`src/design/ist_pkg.sv`:
```
// ----------------------------------------------------------------------------
// IPv4 interface slot table package
// Shared constants, command codes, beat types and the slot priority encoder.
// ----------------------------------------------------------------------------
`default_nettype none

package ist_pkg;

    localparam int SLOTS      = 8;
    localparam int SLOT_IDX_W = (SLOTS > 1) ? $clog2(SLOTS) : 1;
    localparam int SLOT_W     = 3;
    localparam int CMD_W      = 2;
    localparam int IP_W       = 32;

    localparam logic [CMD_W-1:0] CMD_ALLOC   = 2'd0;
    localparam logic [CMD_W-1:0] CMD_FREE    = 2'd1;
    localparam logic [CMD_W-1:0] CMD_LOOKUP  = 2'd2;
    localparam logic [CMD_W-1:0] CMD_DEFAULT = 2'd3;

    localparam int PADDR_W = 3;
    localparam int PDATA_W = 32;
    localparam logic [PADDR_W-1:0] REG_DEFAULT_SLOT = 3'd0;

    typedef struct packed {
        logic [CMD_W-1:0] command;
        logic [IP_W-1:0]  address;
        logic [IP_W-1:0]  netmask;
        logic [IP_W-1:0]  gateway;
    } req_t;

    typedef struct packed {
        logic              success;
        logic [SLOT_W-1:0] slot;
        logic [IP_W-1:0]   entry_address;
        logic [IP_W-1:0]   entry_netmask;
        logic [IP_W-1:0]   entry_gateway;
    } result_t;

    // Index of the lowest set bit; zero when no bit is set.
    function automatic logic [SLOT_IDX_W-1:0] lowest_set(input logic [SLOTS-1:0] vec);
        logic [SLOT_IDX_W-1:0] idx;
        idx = '0;
        for (int i = SLOTS - 1; i >= 0; i--)
        begin
            if (vec[i])
            begin
                idx = SLOT_IDX_W'(i);
            end
        end
        return idx;
    endfunction

endpackage

`default_nettype wire

```
`src/design/ist_cfg_regs.sv`:
```
// ----------------------------------------------------------------------------
// IPv4 interface slot table configuration registers
// APB-style register file holding the default slot index.
// ----------------------------------------------------------------------------
`default_nettype none

module ist_cfg_regs
    import ist_pkg::*;
(
    input  wire logic               clk,
    input  wire logic               rst_n,
    input  wire logic               psel,
    input  wire logic               penable,
    input  wire logic               pwrite,
    input  wire logic [PADDR_W-1:0] paddr,
    input  wire logic [PDATA_W-1:0] pwdata,
    output logic      [PDATA_W-1:0] prdata,
    output logic                    pready,
    output logic      [SLOT_W-1:0]  default_slot
);

    logic [SLOT_W-1:0] default_slot_reg;
    logic [SLOT_W-1:0] default_slot_next;
    logic              wr_en;

    assign pready = 1'b1;
    assign wr_en  = psel && penable && pwrite && (paddr == REG_DEFAULT_SLOT);

    always_comb
    begin
        default_slot_next = default_slot_reg;
        if (wr_en)
        begin
            default_slot_next = pwdata[SLOT_W-1:0];
        end
    end

    always_ff @(posedge clk or negedge rst_n)
    begin
        if (!rst_n)
        begin
            default_slot_reg <= '0;
        end
        else
        begin
            default_slot_reg <= default_slot_next;
        end
    end

    always_comb
    begin
        prdata = '0;
        if (paddr == REG_DEFAULT_SLOT)
        begin
            prdata = PDATA_W'(default_slot_reg);
        end
    end

    assign default_slot = default_slot_reg;

endmodule

`default_nettype wire

```
`src/design/ist_slot_table.sv`:
```
// ----------------------------------------------------------------------------
// IPv4 interface slot table storage and command logic
// Holds the entries and valid bits, matches all slots in parallel and forms
// the result of one command per cycle; state changes only when fire is high.
// ----------------------------------------------------------------------------
`default_nettype none

module ist_slot_table
    import ist_pkg::*;
(
    input  wire logic              clk,
    input  wire logic              rst_n,
    input  wire logic              fire,
    input  wire req_t              req,
    input  wire logic [SLOT_W-1:0] default_slot,
    output result_t                result
);

    logic [SLOTS-1:0] valid_reg;
    logic [SLOTS-1:0] valid_next;
    logic [IP_W-1:0]  address_store_reg [SLOTS];
    logic [IP_W-1:0]  netmask_store_reg [SLOTS];
    logic [IP_W-1:0]  gateway_store_reg [SLOTS];

    logic [SLOTS-1:0]      match_vec;
    logic [SLOT_IDX_W-1:0] free_idx;
    logic [SLOT_IDX_W-1:0] match_idx;
    logic [SLOT_IDX_W-1:0] dflt_idx;
    logic                  table_full;
    logic                  table_empty;
    logic                  dflt_in_range;
    logic                  alloc_ok;

    always_comb
    begin
        for (int i = 0; i < SLOTS; i++)
        begin
            match_vec[i] = valid_reg[i] && (address_store_reg[i] == req.address);
        end
    end

    assign free_idx      = lowest_set(~valid_reg);
    assign match_idx     = lowest_set(match_vec);
    assign dflt_idx      = default_slot[SLOT_IDX_W-1:0];
    assign table_full    = &valid_reg;
    assign table_empty   = ~|valid_reg;
    assign dflt_in_range = 32'(default_slot) < 32'(SLOTS);
    assign alloc_ok      = fire && (req.command == CMD_ALLOC) && !table_full;

    always_comb
    begin
        result     = '0;
        valid_next = valid_reg;
        case (req.command)
            CMD_ALLOC:
            begin
                if (!table_full)
                begin
                    result.success       = 1'b1;
                    result.slot          = SLOT_W'(free_idx);
                    result.entry_address = req.address;
                    result.entry_netmask = req.netmask;
                    result.entry_gateway = req.gateway;
                    valid_next[free_idx] = 1'b1;
                end
            end
            CMD_DEFAULT:
            begin
                if (!table_empty && dflt_in_range)
                begin
                    result.success       = 1'b1;
                    result.slot          = SLOT_W'(dflt_idx);
                    result.entry_address = address_store_reg[dflt_idx];
                    result.entry_netmask = netmask_store_reg[dflt_idx];
                    result.entry_gateway = gateway_store_reg[dflt_idx];
                end
            end
            CMD_FREE, CMD_LOOKUP:
            begin
                if (|match_vec)
                begin
                    result.success       = 1'b1;
                    result.slot          = SLOT_W'(match_idx);
                    result.entry_address = address_store_reg[match_idx];
                    result.entry_netmask = netmask_store_reg[match_idx];
                    result.entry_gateway = gateway_store_reg[match_idx];
                    if (req.command == CMD_FREE)
                    begin
                        valid_next[match_idx] = 1'b0;
                    end
                end
            end
            default:
            begin
                result = '0;
            end
        endcase
    end

    always_ff @(posedge clk or negedge rst_n)
    begin
        if (!rst_n)
        begin
            valid_reg <= '0;
        end
        else if (fire)
        begin
            valid_reg <= valid_next;
        end
    end

    // A slot that was never allocated must still read back as zero.
    always_ff @(posedge clk or negedge rst_n)
    begin
        if (!rst_n)
        begin
            for (int i = 0; i < SLOTS; i++)
            begin
                address_store_reg[i] <= '0;
                netmask_store_reg[i] <= '0;
                gateway_store_reg[i] <= '0;
            end
        end
        else if (alloc_ok)
        begin
            address_store_reg[free_idx] <= req.address;
            netmask_store_reg[free_idx] <= req.netmask;
            gateway_store_reg[free_idx] <= req.gateway;
        end
    end

    a_alloc_adds_one: assert property (@(posedge clk) disable iff (!rst_n)
        fire && (req.command == CMD_ALLOC) && result.success
        |=> $countones(valid_reg) == $countones($past(valid_reg)) + 1)
        else $error("allocate did not mark exactly one new slot");

    a_free_drops_one: assert property (@(posedge clk) disable iff (!rst_n)
        fire && (req.command == CMD_FREE) && result.success
        |=> $countones(valid_reg) + 1 == $countones($past(valid_reg)))
        else $error("free did not release exactly one slot");

    a_read_keeps_valid: assert property (@(posedge clk) disable iff (!rst_n)
        fire && ((req.command == CMD_LOOKUP) || (req.command == CMD_DEFAULT))
        |=> valid_reg == $past(valid_reg))
        else $error("lookup or get-default changed the valid bits");

    a_fail_is_zero: assert property (@(posedge clk) disable iff (!rst_n)
        !result.success |-> (result.slot == '0) && (result.entry_address == '0)
        && (result.entry_netmask == '0) && (result.entry_gateway == '0))
        else $error("failed command carries nonzero entry fields");

endmodule

`default_nettype wire

```
`src/design/ipv4_interface_slot_table.sv`:
```
// ----------------------------------------------------------------------------
// IPv4 interface slot table
// Eight-entry table of interface address, netmask and gateway with allocate,
// free, lookup and get-default commands.
// ----------------------------------------------------------------------------
// Usage:
//   A command beat enters on command/address/netmask/gateway under
//   cmd_valid/cmd_ready. Every command gives exactly one result beat on
//   success/slot/entry_* under result_valid/result_ready, in order.
//   A beat is registered in the input register on acceptance and is
//   processed once the result register can take it: all slots are
//   compared in parallel and priority encoded, and the result register
//   is loaded with the outcome, which raises result_valid. One command
//   is taken per cycle when the receiver keeps result_ready high.
//   When the receiver stalls, the result is held and one further command
//   waits in the input register; cmd_ready then drops until the result
//   beat is taken.
//   The default slot register is written over the APB-style port at
//   byte address 0. Reset clears the valid bits, the stored entries and the
//   default slot to zero.
// ----------------------------------------------------------------------------
`default_nettype none

module ipv4_interface_slot_table
    import ist_pkg::*;
(
    input  wire logic               clk,
    input  wire logic               rst_n,
    input  wire logic               psel,
    input  wire logic               penable,
    input  wire logic               pwrite,
    input  wire logic [PADDR_W-1:0] paddr,
    input  wire logic [PDATA_W-1:0] pwdata,
    output logic      [PDATA_W-1:0] prdata,
    output logic                    pready,
    input  wire logic               cmd_valid,
    output logic                    cmd_ready,
    input  wire logic [CMD_W-1:0]   command,
    input  wire logic [IP_W-1:0]    address,
    input  wire logic [IP_W-1:0]    netmask,
    input  wire logic [IP_W-1:0]    gateway,
    output logic                    result_valid,
    input  wire logic               result_ready,
    output logic                    success,
    output logic      [SLOT_W-1:0]  slot,
    output logic      [IP_W-1:0]    entry_address,
    output logic      [IP_W-1:0]    entry_netmask,
    output logic      [IP_W-1:0]    entry_gateway
);

    logic              req_valid_reg;
    logic              req_valid_next;
    req_t              req_reg;
    logic              res_valid_reg;
    logic              res_valid_next;
    result_t           res_reg;
    result_t           res_comb;
    logic [SLOT_W-1:0] default_slot;
    logic              fire;
    logic              take_cmd;

    ist_cfg_regs u_cfg (
        .clk          (clk),
        .rst_n        (rst_n),
        .psel         (psel),
        .penable      (penable),
        .pwrite       (pwrite),
        .paddr        (paddr),
        .pwdata       (pwdata),
        .prdata       (prdata),
        .pready       (pready),
        .default_slot (default_slot)
    );

    ist_slot_table u_table (
        .clk          (clk),
        .rst_n        (rst_n),
        .fire         (fire),
        .req          (req_reg),
        .default_slot (default_slot),
        .result       (res_comb)
    );

    // The held command executes only when the result register can take it.
    assign fire      = req_valid_reg && (!res_valid_reg || result_ready);
    assign cmd_ready = !req_valid_reg || fire;
    assign take_cmd  = cmd_valid && cmd_ready;

    always_comb
    begin
        req_valid_next = req_valid_reg;
        if (take_cmd)
        begin
            req_valid_next = 1'b1;
        end
        else if (fire)
        begin
            req_valid_next = 1'b0;
        end

        res_valid_next = res_valid_reg;
        if (fire)
        begin
            res_valid_next = 1'b1;
        end
        else if (result_ready)
        begin
            res_valid_next = 1'b0;
        end
    end

    always_ff @(posedge clk or negedge rst_n)
    begin
        if (!rst_n)
        begin
            req_valid_reg <= 1'b0;
            res_valid_reg <= 1'b0;
        end
        else
        begin
            req_valid_reg <= req_valid_next;
            res_valid_reg <= res_valid_next;
        end
    end

    always_ff @(posedge clk)
    begin
        if (take_cmd)
        begin
            req_reg.command <= command;
            req_reg.address <= address;
            req_reg.netmask <= netmask;
            req_reg.gateway <= gateway;
        end
        if (fire)
        begin
            res_reg <= res_comb;
        end
    end

    assign result_valid  = res_valid_reg;
    assign success       = res_reg.success;
    assign slot          = res_reg.slot;
    assign entry_address = res_reg.entry_address;
    assign entry_netmask = res_reg.entry_netmask;
    assign entry_gateway = res_reg.entry_gateway;

endmodule

`default_nettype wire

```
`config.mk`:
```
export PLATFORM = sky130hd
export DESIGN_NAME = ipv4_interface_slot_table
export DESIGN_NICKNAME = d
export VERILOG_FILES = /design/src/design/ist_pkg.sv /design/src/design/ist_cfg_regs.sv /design/src/design/ist_slot_table.sv /design/src/design/ipv4_interface_slot_table.sv
export SDC_FILE = /design/constraint.sdc
export NUM_CORES = 2
export LEC_CHECK = 0
export BUFFER_PORTS_ARGS = -buffer_cell sky130_fd_sc_hd__buf_2
export CORE_MARGIN = 10
export CORE_UTILIZATION = 56
export DETAILED_ROUTE_END_ITERATION = 16
export HOLD_SLACK_MARGIN = 0.03
export PLACE_DENSITY = 0.79
export SETUP_SLACK_MARGIN = 0.1
export SLEW_MARGIN = 10
export SYNTH_ARGS = -nofsm -noshare
export SYNTH_HDL_FRONTEND = slang
export SYNTH_SLANG_ARGS = --single-unit
```
`constraint.sdc`:
```
create_clock -name clk -period 6 [get_ports clk]
set_clock_uncertainty 0.2 [all_clocks]
set_input_delay 1.2 -clock clk [delete_from_list [all_inputs] [get_ports clk]]
set_output_delay 1.2 -clock clk [all_outputs]
set_load 0.01 [all_outputs]
```
Yosys cells after proc, flatten, opt, wreduce, memory -nomap -nowiden --
Index checks and enable logic that the tools add are counted.
Word-level totals: register bits 979, output and inout bits 135
Operators by class: muxes and demuxes 56, bitwise logic cells 7, reductions and logical operators 33, equality and inequality tests 14, magnitude comparators 8
Operators with widths (number):
- bitwise mux 256 bit | 3
- binary-select mux 32 bit (select 3 bit) | 6
- two-way mux 32 bit | 13
- two-way mux 100 bit | 3
- one-hot mux 100 bit (3 select lines) | 1
- equality test 32 bit | 8
- demux 32 bit (select 3 bit) | 1
- two-way mux 3 bit | 17
- two-way mux 8 bit | 3
- logical AND 1 bit | 18
- inverter 8 bit | 2
- one-hot mux 8 bit (2 select lines) | 1
- OR reduction 8 bit | 2
- greater-or-equal comparator 4 bit, second input constant | 3
- inverter 3 -> 4 bit | 3
- AND 8 bit | 1
- < comparator 3 x 4 -> 1 bit, second input constant | 2
- OR 8 bit | 1
- AND reduction 8 bit | 1
- demux 1 bit (select 3 bit) | 2
- greater-or-equal comparator 3 x 1 -> 1 bit, second input constant | 2
- two-way mux 1 bit | 6
- nonzero test 2 bit | 3
- AND reduction 5 bit | 1
- 10 further kinds | 15

Logic depth before layout (Yosys ltp) --
word-level depth 19, gate-level depth with buffers 14, mapped depth without buffers 10

Modules after synthesis --
From an unflattened synthesis, not the netlist that was laid out.
Second synthesis, totals: cells, all modules 4246, area total of the unflattened synthesis 53661.5 um2
Modules (own cells, without submodules):
- ist_slot_table | instances 1, cells each 3997, seq. area each 19418.6 um2, area each 47215.3 um2
- ipv4_interface_slot_table | instances 1, cells each 206, seq. area each 5995.8 um2, area each 6049.6 um2
- ist_cfg_regs | instances 1, cells each 43, seq. area each 75.1 um2, area each 396.6 um2

Worst setup path after synthesis --
No wires, ideal clock.
kind input port to flip-flop, start point input port result_ready, end point register u_table.gateway_store_reg[33] (netlist name), path slack -0.421 ns, arrival time 6.096 ns, stages 8, path through nand2b_1 and2_1 clkbuf_1 nand3_1 nor2_1 clkbuf_1 clkbuf_1 mux2_2
Between the ends: cells in the longest elaborated chain, start to end 4
Ends and longest elaborated chain:
- start: declaration | line ipv4_interface_slot_table.sv:43 | input wire logic result_ready,
- logical OR 1 bit | line ipv4_interface_slot_table.sv:85 | assign fire = req_valid_reg && (!res_valid_reg || result_ready);
- logical AND 1 bit | line ipv4_interface_slot_table.sv:85
- net fire | line ipv4_interface_slot_table.sv:59 | logic fire;
- logical AND 1 bit (2 in series) | line ist_slot_table.sv:48 | assign alloc_ok = fire && (req.command == CMD_ALLOC) && !table_full;
- end signal: indexed assignment | line ist_slot_table.sv:128 | gateway_store_reg[free_idx] <= req.gateway;
- end: declaration | line ist_slot_table.sv:23 | logic [IP_W-1:0] gateway_store_reg [SLOTS];
The timed path passes the listed nets, and every way through them passes these cells. A chain may end at the register's enable or synchronous reset.

==> results.py <==
metrics = {
    "status": {
        "status": "complete, no violations",
    },
    "cells_and_area": {
        "drive_above_1_share_pct": 28.0,
        "fill_cells": 6983,
        "final_cell_count_no_fill": 5710,
        "final_common_cell": "dfrtp_1",
        "final_cell_mix": "dfrtp_1, mux2_2, nand2_1",
        "nNetsFinal": 4520,
        "area_growth_pct": 9.66,
    },
    "floorplanning": {
        "dieArea_mm2": 0.105,
        "io_pins": 275,
        "floorplan.die.width_um": 324,
        "core_mm2": 0.0918,
        "core.rowCount": 111,
        "initial_core_util_pct": 56.6,
        "die_h_um": 324,
    },
    "routing": {
        "routedWlPerCell_um": 28.3,
        "drt_first_pass_iters": 6,
        "vias_per_cell": 6.65,
        "drc": 0,
        "dr.first_iter.drc_count": 4596,
        "dr_total_vias": 38000,
        "wl_um": 162000,
        "postRouteAntennaNets": 0,
    },
    "setup_path": {
        "reg2reg_setup_slack_ns": 1.07,
        "timing.rr.start": "req_reg[66]",
        "worst_setup_path_end_kind": "flip-flop",
        "required_ns": 6.36,
        "crit_fanout": 39,
        "ff2ff_path_depth": 10,
        "worstPathArrival_ns": 5.30,
        "path_class": "reg2reg",
        "startpoint_type": "flip-flop",
        "r2r_end": "entry_address[2]",
    },
    "synthesis": {
        "yosys_warnings": 0,
        "async_reset_ff_share_pct": 79.8,
        "synth_top_area_cell": "dfrtp_1",
        "synth-edff-count": 198,
        "yosysTopAreaCellShare_pct": 37.6,
        "synthesis.area_mm2": 0.0519,
        "synth-seq-cells": 979,
        "post_synth_num_cell_types": 68,
        "synthCells": 4403,
        "ys_seq_area_share_pct": 49.1,
        "synth_flop_cell": "dfrtp_1",
        "ys_top_cells_by_area": "dfrtp_1, mux2_2, edfxtp_1, mux4_2, xor2_1",
        "syn_avg_cell_area_um2": 11.8,
    },
    "pwr": {
        "power_density_mw_per_mm2": 350,
        "p_leak_nw": 24.8,
        "vdd_ir_drop_max_uv": 390,
    },
    "timing": {
        "setup_violations": 0,
        "finalHoldViolations": 0,
        "fin_crit_ns": 4.93,
        "fin_crit_sh_pct": 82.2,
        "finalMaxSlewViolations": 0,
        "fmax_mhz": 203,
        "setup_tns_ns": 0,
        "slew_headroom_pct": 25.5,
        "rsz0062_at_grt": "no",
        "tightest_slew_ns": 1.12,
    },
    "global_routing": {
        "grt_max_degree": 142,
        "grt_pass1_wl_um": 242000,
        "track_usage_pct": 29.7,
        "antenna_found_initial": 5,
        "grt_overflow": 0,
        "grt_pass1_vias": 38200,
    },
    "clocking": {
        "cts.sinks": 979,
        "cts_buffer_depth": 3,
        "tritoncts": "built",
        "post_cts_buffers": 0,
        "cts.clk_slew.worst_paths_ns": 0.06,
        "ctsRootBufferMaster": "clkbuf_16",
        "htree_levels": 3,
        "hold_buffers": 0,
        "post_cts_resized": 0,
        "cts_buffers": 101,
        "clk_latency_ns": 0.72,
    },
    "place": {
        "gp_congestion": 1.02,
        "dp.cells": 5516,
        "io_buffer_count": 215,
        "dp_hpwl_um": 96800,
    },
    "worst_hold_path": {
        "hold_class": "in2async",
    },
    "flow_run": {
        "cap_violations": 0,
    },
}
[layout make-up]
type                       instances  area, um^2  area share, %
clock buffer                     147        2900           5.10
timing repair buffer             284        1890           3.32
antenna                            3        7.51         0.0132
tap                             1243        1560           2.73
clock inverter                    44         453          0.796
inverter                         202         758           1.33
multi-input combinational       2808       23900           41.9
sequential                       979       25500           44.8
[worst max path at each step]
stage / startpoint / endpoint / slack (ns)
5_1_grt: req_reg[66] / entry_gateway[22] / 1.11
4_1_cts: req_reg[66] / entry_address[2] / 1.21
3_5_place_dp: req_reg[66] / entry_address[2] / 1.26
6_report: req_reg[66] / entry_address[2] / 1.07
3_3_place_gp: req_reg[66] / entry_address[2] / 1.29
2_1_floorplan: result_ready / u_table.gateway_store_reg[107] / 1.28
[per-stage QoR]
step | hold slack, ns | util [%] | setup slack [ns] | instance area [um^2] | power [W]
after global placement | 0.287 | 58.4 | 1.29 | 53600 | 0.0134
after detailed placement | 0.304 | 58.4 | 1.26 | 53600 | 0.0136
after CTS | 0.300 | 62.0 | 1.21 | 56900 | 0.0199
final | 0.277 | 62.0 | 1.07 | 56900 | 0.0200
after floorplan | 0.249 | - | 1.28 | 52000 | 0.0121
after global routing | 0.313 | 62.0 | 1.11 | 56900 | 0.0207
[logic make-up (layout without fill, tap and decap cells)]
| family | Yosys count | in the layout | share of synthesized area (%) |
|---|---|---|---|
| flops | 979 | 979 | 49.1 |
| simple gates | 938 | 938 | 8.95 |
| mux | 867 | 867 | 22.7 |
| compound gates | 713 | 713 | 9.40 |
| buf+inv | 644 | 677 | 5.39 |
| xor+xnor | 256 | 256 | 4.32 |
| fa+ha+maj | 4 | 4 | 0.0964 |
| other cells | 2 | 33 | 0.0145 |
[cells in the mapped netlist (2+ instances only)]
| library cell | instances |
|---|---|
| dfrtp_1 | 781 |
| mux2_2 | 579 |
| nand2_1 | 409 |
| o21ai_0 | 297 |
| clkbuf_1 | 240 |
| inv_1 | 201 |
| edfxtp_1 | 198 |
| nand2b_1 | 197 |
| mux4_2 | 192 |
| xor2_1 | 185 |
| nor2_1 | 120 |
| buf_2 | 117 |
| a31oi_1 | 98 |
| a221oi_1 | 96 |
| mux2i_1 | 96 |
| o2111ai_1 | 96 |
| o22a_1 | 96 |
| nor4_1 | 82 |
| xnor2_1 | 71 |
| nand4_1 | 40 |
| buf_4 | 39 |
| buf_1 | 34 |
| nand3_1 | 18 |
| nand4b_1 | 13 |
| buf_6 | 12 |
| nor3_1 | 11 |
| nor4b_1 | 9 |
| a21oi_1 | 8 |
| and2_1 | 7 |
| or3_1 | 7 |
| ha_1 | 4 |
| nand3b_1 | 3 |
| nor2b_1 | 3 |
| a21boi_0 | 2 |
| a32oi_1 | 2 |
| and4_1 | 2 |
| conb_1 | 2 |
| nor4b_2 | 2 |
| o211ai_2 | 2 |
| o2bb2ai_1 | 2 |
| o31ai_1 | 2 |
| or4_4 | 2 |
[per-layer routing]
metal  up-vias  share of wire (%)  GRT usage, %
met5         -              0.025             0
met4         6                5.2          15.5
met3       488                9.3          5.45
met2      2317                 47          47.4
met1     19300                 39          38.6
li1      15900                  -             -
[power by group]
part / internal, W / switching (W) / total, W
clock network: 0.00363 / 0.00274 / 0.00638
registers: 0.00793 / 0.00117 / 0.00911
logic: 0.00236 / 0.00211 / 0.00447
[worst max-delay path, stage by stage (launching register included)]
cell and delay (ns):
edfxtp_1 0.67, xnor2_1 0.72, nor4b_1 0.33, nand4_1 0.25, or4_1 0.74, nand4_4 0.19
or3b_4 0.78, buf_4 0.43, o22a_1 0.20, o2111ai_1 0.10, nand2_1 0.15
Power figures use the tool's default switching activity.
